**config.mk**
```make
export PLATFORM = sky130hd
export DESIGN_NAME = fha_ctrl
export DESIGN_NICKNAME = d
export VERILOG_FILES = /design/src/hdl/fha_pkg.sv /design/src/hdl/fha_ctrl.sv
export SDC_FILE = /design/constraint.sdc
export NUM_CORES = 1
export LEC_CHECK = 0
export BUFFER_PORTS_ARGS = -buffer_cell sky130_fd_sc_hd__buf_2
export CORE_ASPECT_RATIO = 0.5
export CORE_MARGIN = 5
export CORE_UTILIZATION = 30
export DETAILED_ROUTE_END_ITERATION = 12
export GPL_ROUTABILITY_DRIVEN = 0
export HOLD_SLACK_MARGIN = 0.02
export PLACE_DENSITY = 0.46
export SLEW_MARGIN = 20
export SYNTH_ARGS = -nofsm -noshare
export SYNTH_HDL_FRONTEND = slang
export SYNTH_SLANG_ARGS = --single-unit
```
**constraint.sdc**
```tcl
create_clock -name clk_i -period 12.4 [get_ports clk_i]
set_clock_uncertainty 0.1 [all_clocks]
set_input_delay 3.1 -clock clk_i [delete_from_list [all_inputs] [get_ports clk_i]]
set_output_delay 3.1 -clock clk_i [all_outputs]
set_load 0.05 [all_outputs]
```
**src/hdl/fha_pkg.sv**
```systemverilog
// Shared command codes and state encodings for the first-fit heap allocator.
package fha_pkg;

  // Request kinds carried on the input tuser bit
  localparam logic CMD_ALLOC = 1'b0;
  localparam logic CMD_FREE  = 1'b1;

  // Fixed field widths of the stream payload
  localparam int unsigned FIELD_W = 14;

  // Sequencer state codes
  localparam logic [2:0] ST_IDLE  = 3'd0;
  localparam logic [2:0] ST_A_CHK = 3'd1;
  localparam logic [2:0] ST_A_WR2 = 3'd2;
  localparam logic [2:0] ST_F_RD  = 3'd3;
  localparam logic [2:0] ST_M_ST  = 3'd4;
  localparam logic [2:0] ST_M_C   = 3'd5;
  localparam logic [2:0] ST_M_N   = 3'd6;
  localparam logic [2:0] ST_FIN   = 3'd7;

endpackage

```
**src/hdl/fha_ctrl.sv**
```systemverilog
// Sequencer: walks the header chain for allocate, free and merge.
module fha_ctrl #(
  parameter int unsigned ARENA_BYTES  = 16384,
  parameter int unsigned HEADER_BYTES = 24
) (
  input  logic                          clk_i,
  input  logic                          rst_ni,
  // request
  input  logic                          req_valid_i,
  output logic                          req_ready_o,
  input  logic                          req_cmd_i,
  input  logic [fha_pkg::FIELD_W-1:0]   req_size_i,
  input  logic [fha_pkg::FIELD_W-1:0]   req_addr_i,
  // result
  output logic                          res_valid_o,
  input  logic                          res_ready_i,
  output logic                          res_ok_o,
  output logic [fha_pkg::FIELD_W-1:0]   res_off_o,
  // memory
  output logic                          wr_en_o,
  output logic [$clog2(ARENA_BYTES)-1:0] wr_addr_o,
  output logic [2*$clog2(ARENA_BYTES):0] wr_data_o,
  output logic [$clog2(ARENA_BYTES)-1:0] rd_addr_o,
  input  logic [2*$clog2(ARENA_BYTES):0] rd_data_i
);
  import fha_pkg::*;

  localparam int unsigned AW = $clog2(ARENA_BYTES);
  localparam int unsigned CW = ((AW > FIELD_W) ? AW : FIELD_W) + 2;

  logic [2:0]         state_q, state_d;
  logic               init_q, init_d;
  logic [AW-1:0]      raddr_q;
  logic [AW-1:0]      cur_q, cur_d;
  logic [AW-1:0]      nxt_q, nxt_d;
  logic [AW-1:0]      hsize_q, hsize_d;
  logic [AW-1:0]      hnext_q, hnext_d;
  logic               hfree_q, hfree_d;
  logic [FIELD_W-1:0] req_q, req_d;
  logic [AW-1:0]      fh_q, fh_d;
  logic               rok_q, rok_d;
  logic [FIELD_W-1:0] roff_q, roff_d;
  logic               ovalid_q, ovalid_d;
  logic               ook_q;
  logic [FIELD_W-1:0] ooff_q;
  logic               load;

  // decoded read data; entry zero reads as one whole free block until written
  logic [AW-1:0] d_size, d_next;
  logic          d_free;
  logic [CW-1:0] size_w, req_w, hdr_w, fh_w, nb_w, cur_w, merged_w;

  always_comb begin
    if (raddr_q == '0 && !init_q) begin
      d_size = AW'(ARENA_BYTES - HEADER_BYTES);
      d_next = '0;
      d_free = 1'b1;
    end else begin
      d_size = rd_data_i[AW-1:0];
      d_next = rd_data_i[2*AW-1:AW];
      d_free = rd_data_i[2*AW];
    end
  end

  assign size_w   = CW'(d_size);
  assign req_w    = CW'(req_q);
  assign hdr_w    = CW'(HEADER_BYTES);
  assign cur_w    = CW'(cur_q);
  assign nb_w     = cur_w + hdr_w + req_w;
  assign fh_w     = CW'(req_addr_i) - hdr_w;
  assign merged_w = CW'(hsize_q) + hdr_w + size_w;

  // next-state and memory control
  always_comb begin
    state_d  = state_q;
    cur_d    = cur_q;
    nxt_d    = nxt_q;
    hsize_d  = hsize_q;
    hnext_d  = hnext_q;
    hfree_d  = hfree_q;
    req_d    = req_q;
    fh_d     = fh_q;
    rok_d    = rok_q;
    roff_d   = roff_q;
    wr_en_o  = 1'b0;
    wr_addr_o = cur_q;
    wr_data_o = {d_free, d_next, d_size};
    rd_addr_o = '0;
    load     = 1'b0;

    unique case (state_q)
      ST_IDLE: begin
        if (req_valid_i) begin
          req_d  = req_size_i;
          rok_d  = 1'b0;
          roff_d = '0;
          cur_d  = '0;
          if (req_cmd_i == CMD_ALLOC) begin
            state_d = (req_size_i == '0) ? ST_FIN : ST_A_CHK;
          end else if (CW'(req_addr_i) < hdr_w) begin
            state_d = ST_FIN;
          end else if (fh_w < CW'(ARENA_BYTES)) begin
            fh_d      = fh_w[AW-1:0];
            rd_addr_o = fh_w[AW-1:0];
            state_d   = ST_F_RD;
          end else begin
            state_d = ST_M_C;
          end
        end
      end
      ST_A_CHK: begin
        if (d_free && size_w >= req_w) begin
          rok_d  = 1'b1;
          roff_d = FIELD_W'(cur_w + hdr_w);
          wr_en_o = 1'b1;
          if (size_w >= req_w + hdr_w + CW'(1) && nb_w < CW'(ARENA_BYTES)) begin
            wr_addr_o = nb_w[AW-1:0];
            wr_data_o = {1'b1, d_next, AW'(size_w - req_w - hdr_w)};
            nxt_d     = nb_w[AW-1:0];
            state_d   = ST_A_WR2;
          end else begin
            wr_data_o = {1'b0, d_next, d_size};
            state_d   = ST_FIN;
          end
        end else if (d_next == '0) begin
          state_d = ST_FIN;
        end else begin
          rd_addr_o = d_next;
          cur_d     = d_next;
        end
      end
      ST_A_WR2: begin
        wr_en_o   = 1'b1;
        wr_data_o = {1'b0, nxt_q, AW'(req_q)};
        state_d   = ST_FIN;
      end
      ST_F_RD: begin
        wr_en_o   = 1'b1;
        wr_addr_o = fh_q;
        wr_data_o = {1'b1, d_next, d_size};
        state_d   = ST_M_ST;
      end
      ST_M_ST: begin
        cur_d   = '0;
        state_d = ST_M_C;
      end
      ST_M_C: begin
        rok_d   = 1'b1;
        hsize_d = d_size;
        hnext_d = d_next;
        hfree_d = d_free;
        if (d_next == '0) begin
          state_d = ST_FIN;
        end else begin
          rd_addr_o = d_next;
          nxt_d     = d_next;
          state_d   = ST_M_N;
        end
      end
      ST_M_N: begin
        if (hfree_q && d_free) begin
          // absorb the next block into the current one
          hsize_d   = merged_w[AW-1:0];
          hnext_d   = d_next;
          wr_en_o   = 1'b1;
          wr_addr_o = cur_q;
          wr_data_o = {1'b1, d_next, merged_w[AW-1:0]};
        end else begin
          cur_d   = nxt_q;
          hsize_d = d_size;
          hnext_d = d_next;
          hfree_d = d_free;
        end
        if (d_next == '0) begin
          state_d = ST_FIN;
        end else begin
          rd_addr_o = d_next;
          nxt_d     = d_next;
        end
      end
      ST_FIN: begin
        if (!ovalid_q || res_ready_i) begin
          load    = 1'b1;
          state_d = ST_IDLE;
        end
      end
      default: state_d = ST_IDLE;
    endcase
  end

  assign init_d   = init_q || (wr_en_o && wr_addr_o == '0);
  assign ovalid_d = load || (ovalid_q && !res_ready_i);

  // control registers
  always_ff @(posedge clk_i or negedge rst_ni) begin
    if (!rst_ni) begin
      state_q  <= ST_IDLE;
      init_q   <= 1'b0;
      ovalid_q <= 1'b0;
    end else begin
      state_q  <= state_d;
      init_q   <= init_d;
      ovalid_q <= ovalid_d;
    end
  end

  // datapath registers
  always_ff @(posedge clk_i) begin
    raddr_q <= rd_addr_o;
    cur_q   <= cur_d;
    nxt_q   <= nxt_d;
    hsize_q <= hsize_d;
    hnext_q <= hnext_d;
    hfree_q <= hfree_d;
    req_q   <= req_d;
    fh_q    <= fh_d;
    rok_q   <= rok_d;
    roff_q  <= roff_d;
    if (load) begin
      ook_q  <= rok_q;
      ooff_q <= roff_q;
    end
  end

  assign req_ready_o = (state_q == ST_IDLE);
  assign res_valid_o = ovalid_q;
  assign res_ok_o    = ook_q;
  assign res_off_o   = ooff_q;

  // a merge write never targets the entry fetched next along the chain
  assert property (@(posedge clk_i) disable iff (!rst_ni)
    (wr_en_o && state_q == ST_M_N && d_next != '0) |-> (wr_addr_o != rd_addr_o))
    else $error("merge write collides with read");

  // no memory write while waiting for a request
  assert property (@(posedge clk_i) disable iff (!rst_ni)
    (state_q == ST_IDLE) |-> !wr_en_o)
    else $error("memory write while idle");

  // entry zero, once written, stays backed by memory
  assert property (@(posedge clk_i) disable iff (!rst_ni)
    init_q |=> init_q)
    else $error("entry zero init flag dropped");

  // a result is loaded only from the finishing state
  assert property (@(posedge clk_i) disable iff (!rst_ni)
    $rose(ovalid_q) |-> ($past(state_q) == ST_FIN))
    else $error("result loaded outside finish");

endmodule

```
# After elaboration in Yosys (flattened, before gate mapping)
# Index checks and enable logic that the tools add are counted.
totals:
  ff_bits: 120
  input_bits: 62
op_classes:
  order_cmp: 5
  bitwise: 1
  n_reduce_logical: 32
  add_sub_neg: 9
  n_eq_ne: 15
  mux: 50
ops:
  columns: ["op", "count"]
  rows:
  - ["14-bit two-way mux", 18]
  - ["29-bit one-hot mux with 4 select lines", 1]
  - ["14-bit one-hot mux with 2 select lines", 4]
  - ["29-bit two-way mux", 3]
  - ["14-bit logical NOT", 4]
  - ["14-bit one-hot mux with 4 select lines", 1]
  - ["14-bit one-hot mux with 3 select lines", 1]
  - ["16-bit by 15-bit < comparator with 1-bit output, second input constant", 2]
  - ["14-bit by 5-bit adder with 15-bit output, second input constant", 2]
  - ["3-bit two-way mux", 9]
  - ["3-bit one-hot mux with 8 select lines", 1]
  - ["15-bit by 1-bit adder with 16-bit output, second input constant", 1]
  - ["16-bit by 14-bit adder with 16-bit output", 1]
  - ["14-bit by 16-bit >= comparator with 1-bit output", 1]
  - ["2-bit inequality test, second input constant", 8]
  - ["14-bit by 5-bit subtractor with 15-bit output, second input constant", 1]
  - ["14-bit adder", 1]
  - ["14-bit by 5-bit adder with 14-bit output, second input constant", 1]
  - ["14-bit >= comparator", 1]
  - ["14-bit by 5-bit < comparator with 1-bit output, second input constant", 1]
  - ["14-bit subtractor", 1]
  - ["14-bit by 6-bit subtractor with 14-bit output, second input constant", 1]
  - ["3-bit equality test, second input constant", 4]
  - ["5-bit AND reduction", 2]
  - ["other kinds (17)", 42]

# Longest topological paths before layout
logic_depth:
  word_depth: 11
  mapped_depth: 18
  ltp_nobuf: 18

# Worst setup path before layout
# OpenSTA, ideal clock, no wires.
synth_path:
  kind: "input to output"
  startpoint: "input port rd_data_i[1]"
  endpoint: "output port wr_data_o[11]"
  required_ps: 9200
  path_slack_ps: 2949
  stages: 15
  n_path_buf: 0
  t_arrival_ps: 6251
  path_cell_list: "and2_1 -> ha_1 -> ha_1 -> inv_1 -> fa_1 -> nor2b_1 -> o21ai_0 -> a21boi_0 -> o21ai_0 -> a21oi_1 -> a31oi_1 -> xnor2_1 -> a21oi_1 -> a21oi_1 -> a2bb2oi_1"
synth_via:
  elab_chain_len: 6
synth_rtl:
  columns: ["element", "line_no", "source"]
  rows:
  - ["start: declaration", "fha_ctrl.sv:24", "input logic [2*$clog2(ARENA_BYTES):0] rd_data_i"]
  - ["14-bit two-way mux (*)", "fha_ctrl.sv:54", "if (raddr_q == '0 && !init_q) begin"]
  - ["14-bit subtractor or 14-bit by 16-bit >= comparator with 1-bit output (tied branches)", "fha_ctrl.sv:118, fha_ctrl.sv:116", null]
  - ["14-bit by 6-bit subtractor with 14-bit output or 1-bit logical AND (tied branches)", "fha_ctrl.sv:118, fha_ctrl.sv:116", null]
  - ["29-bit two-way mux", "fha_ctrl.sv:116", "if (size_w >= req_w + hdr_w + CW'(1) && nb_w < CW'(ARENA_BYTES)) begin"]
  - ["29-bit two-way mux", "fha_ctrl.sv:112", "if (d_free && size_w >= req_w) begin"]
  - ["29-bit one-hot mux with 4 select lines (*)", "fha_ctrl.sv:91", "unique case (state_q)"]
  - ["end: declaration", "fha_ctrl.sv:22", "output logic [2*$clog2(ARENA_BYTES):0] wr_data_o,"]
# Every way passes the cells marked *; elsewhere a longest branch is shown, timed or not.

# Worst setup path in the final report
layout_path:
  startpoint: "input port rd_data_i[6]"
  endpoint: "output port wr_addr_o[12]"
layout_via:
  elab_chain_len: 6
layout_rtl:
  columns: ["element", "line_no", "source"]
  rows:
  - ["14-bit two-way mux (*)", "fha_ctrl.sv:54", null]
  - ["14-bit by 16-bit >= comparator with 1-bit output", "fha_ctrl.sv:116", null]
  - ["1-bit logical AND", "fha_ctrl.sv:116", null]
  - ["14-bit two-way mux", "fha_ctrl.sv:116", null]
  - ["14-bit two-way mux (*)", "fha_ctrl.sv:112", null]
  - ["14-bit one-hot mux with 2 select lines (*)", "fha_ctrl.sv:91", null]
  - ["end: declaration", "fha_ctrl.sv:21", "output logic [$clog2(ARENA_BYTES)-1:0] wr_addr_o,"]
# Marks and branches as above.

==> results.md <==
- Routed Antenna Nets: 0
- Antenna cell count: 0
- Pleak: 0.004580 µW
- Post-synth EDFFs: 101
- Initial antenna violation count: 0
- Launching point of the worst reg2reg path: init_q$_DFF_PN0_
- Fmax: 0.09902 GHz
- Crit path time final: approximately 10000 ps
- Row cnt: 44
- Critical path's largest stage delay: 550 ps
- Area grow syn2layout: 19.24%
- RSZ-0062 raised after global routing: no
- Core footprint: 29070 µm²
- Status: finished, final reports clean
- Period utilisation layout: roughly four fifths
- Pre-Repair DR Iteration Count: 6
- Net count after synthesis: 1102
- Delay-heaviest family, CP: compound AO/OA/AOI/OAI gates
- Post-route DRC: 0
- Worst Hold Class: flip-flop to flip-flop
- Critical path arrival: between 6000 and 7000 ps
- Max IR drop VDD: roughly 0.13 mV
- PwrDens: 270.3 nW/µm²
- Hpwl dp: 24130 µm
- Deepest level of the CTS H-tree: 4
- CP Capture Type: output port
- Synth Warn #: 0
- Final setup fails: 0
- Placed inst area: 9973 µm²
- Top cells by area, synth: edfxtp_1 (34%), ha_1 (13%), xnor2_1 (4.7%)
- WL/cell: 20.92 µm
- CP bufs+invs: 4
- Worst-Margin Slew: 1063 ps
- Fillers: 2984
- Dominant synthesized flop cell: edfxtp_1
- R2R Setup Slk: 6370 ps
- Final instance area: 10570 µm²
- DR iter-0 viols: 529
- Number of distinct library cells after synthesis: 66
- Share of cells above drive strength 1: 17.65%
- Synth Instances: 945
- Max-slew headroom: between 20 and 30%
- CTS buffer count: 17
- Starting density of the core: 30.49%
- Die footprint: 33290 µm²
- Final nets: around 1200
- Footprint of the multi-input gates: between 4000 and 5000 µm²
- Total GRT Usage: 18.29%
- Pin count of the biggest net entering global routing: 41
- Die Width: 253.1 µm
- Final wirelength: 30940 µm
- Crit Path Max Fanout: 15
- Slowest cell on the critical path: a222oi_1
- Root Driver: clkbuf_16
- Max Slew Vio Count: 0
- Seq. cell area: 3438 µm²
- Mapped cell area: between 8000 and 9000 µm²
- TNS Setup: 0 ps
- Number of I/O port buffers: about 140
- Critical path class: input port to output port
- Async SR Flop Fraction: 4.167%
- Average vias per placed instance: 5.234
- Setup bufs post-CTS: 0
- Max-cap violations: 0
- Critical Path Start Type: input port
- Clk_lat worst skew: 440 ps
- Share of the yosys chip area belonging to registers: around two fifths
- Crit path from: rd_data_i[6]
- Worst EP required: between 9000 and 10000 ps
- Cell taking the most area after synthesis: edfxtp_1
- Post-cts sizing count: 0
- Synthesis-stage register bit count: between 100 and 150
- Post-synth top area share: around 34%
- Via count: 7741
- CTS tree: yes
- Die H: 131.5 µm
- Clk sink count: 120
- Avg Inst Size Synth: between 9 and 10 µm²
- First-pass GRT wire length: 46800 µm
- Clk slew on worst S/H paths: 70 ps
- Maximum clock insertion buffer count: 2
- I/O Pins: 137
- Global route total overflow: 0
- Cell Chain, Critical Path: buf_2, nor2_1, inv_1, ha_1, and4_1, nand2_1, a211oi_1, a211oi_1, a211oi_4, nand2_4, a21o_1, a222oi_1, inv_1, buf_2
- Hold path start: rok_q$_DFFE_PP_
- Vias in the first global route: approximately 8000
- # hold bufs at CTS: 0
- Final Hold Fails: 0
-- where the power goes --
group	internal, µW	total [µW]	switching, µW
clock network	300	504	205
registers	621	725	104
logic	483	1630	1140
-- per-layer routing --
| layer | GRT usage [%] | vias to the layer above | wire length, µm |
|---|---|---|---|
| met5 | 0 | - | 0 |
| met4 | 5.662 | 0 | 686 |
| met3 | 3.614 | 37 | 1499 |
| met2 | 29.53 | 200 | 14500 |
| met1 | 24.87 | 3794 | 14260 |
| li1 | - | 3710 | - |
-- cells in the mapped netlist, drive strengths merged (13+ instances only) --
library cell    n
nand2b         13
nand2         100
nand3          22
a22o           15
clkbuf         26
ha             89
xor2           20
dfxtp          14
nor2           53
nor3           18
a21oi          64
inv            88
xnor2          48
edfxtp        101
o21ai          83
a32o           13
-- area by class of cell --
| cell class | instances | share of cell area [%] |
|---|---|---|
| clock buffer | 22 | 4.902 |
| timing repair buffer | 145 | 7.080 |
| tap | 391 | 4.629 |
| inverter | 88 | 3.126 |
| clock inverter | 10 | 0.7222 |
| multi-input combinational | 703 | 47.00 |
| sequential | 120 | 32.54 |
-- registers in the layout, indices dropped and copies added, names as in the netlist, 14 cells and up --
register and count:
fh_q 14, hsize_q 14, req_q 14, nxt_q 14
raddr_q 14, cur_q 14, roff_q 14, res_off_o 14
-- worst register-to-register path, cell delays in order (launching register included) --
cell	delay [ps]
dfrtp_1	430
nor4_1	310
nand4_1	880
nand2b_1	720
ha_1	320
and4_1	160
a31oi_1	160
o21ai_0	190
a211oi_1	570
a211oi_4	170
nand2_1	570
nor2_1	190
a221o_1	330
or4_1	540
o41ai_2	280
-- cell families (layout without fill, tap and decap cells) --
logic type / Yosys count / in the layout / synth area share [%]
xor+xnor: 68 / 68 / 6.720
mux: 4 / 4 / 0.4659
flops: 120 / 120 / 38.80
compound gates: 266 / 266 / 20.26
simple gates: 270 / 270 / 14.58
buf+inv: 122 / 265 / 5.252
fa+ha+maj: 95 / 95 / 13.92
-- stage by stage --
| stage | hold slack, ps | cells | utilization (%) | setup slack [ps] | power (µW) |
|---|---|---|---|---|---|
| 2_1_floorplan | 300.3 | 945 | - | 2949 | 1870 |
| 3_3_place_gp | 306.1 | 1447 | 34.30 | 2338 | 2341 |
| 3_5_place_dp | 306.1 | 1447 | 34.31 | 2345 | 2349 |
| 4_1_cts | 314.7 | 1479 | 36.36 | 2329 | 2861 |
| 5_1_grt | 327.9 | 1479 | 36.36 | 2086 | 3018 |
| 6_report | 318.5 | 1479 | 36.36 | 2301 | 2857 |
-- final timing paths --
| check | to | depth (start not counted) |
|---|---|---|
| setup reg to reg | init_q$_DFF_PN0_ | 14 |
| setup / recovery | wr_addr_o[12] | 14 |
| hold reg to reg | res_ok_o$_DFFE_PP_ | 0 |
| hold / removal | res_ok_o$_DFFE_PP_ | 0 |
| max in group asynchronous | state_q[2]$_DFFE_PN0P_ | 1 |
| min in group asynchronous | init_q$_DFF_PN0_ | 1 |
-- layout by cell type, fill, tap and decap left out, types with 11 or more instances in the layout --
cell / synthesis / layout
nand2_1: 99 / 99
inv_1: 88 / 88
a21o_1: 11 / 11
xor2_1: 20 / 20
a21oi_1: 64 / 64
edfxtp_1: 101 / 101
xnor2_1: 48 / 48
nor3_1: 18 / 18
nor2_1: 53 / 51
clkbuf_16: 0 / 20
a22o_1: 15 / 15
dfxtp_1: 14 / 14
o21ai_0: 79 / 78
ha_1: 89 / 89
and2_1: 11 / 11
nand3_1: 22 / 22
nand2b_1: 13 / 13
buf_2: 0 / 136
a32o_1: 13 / 13
(Power assumes the default switching activity.)
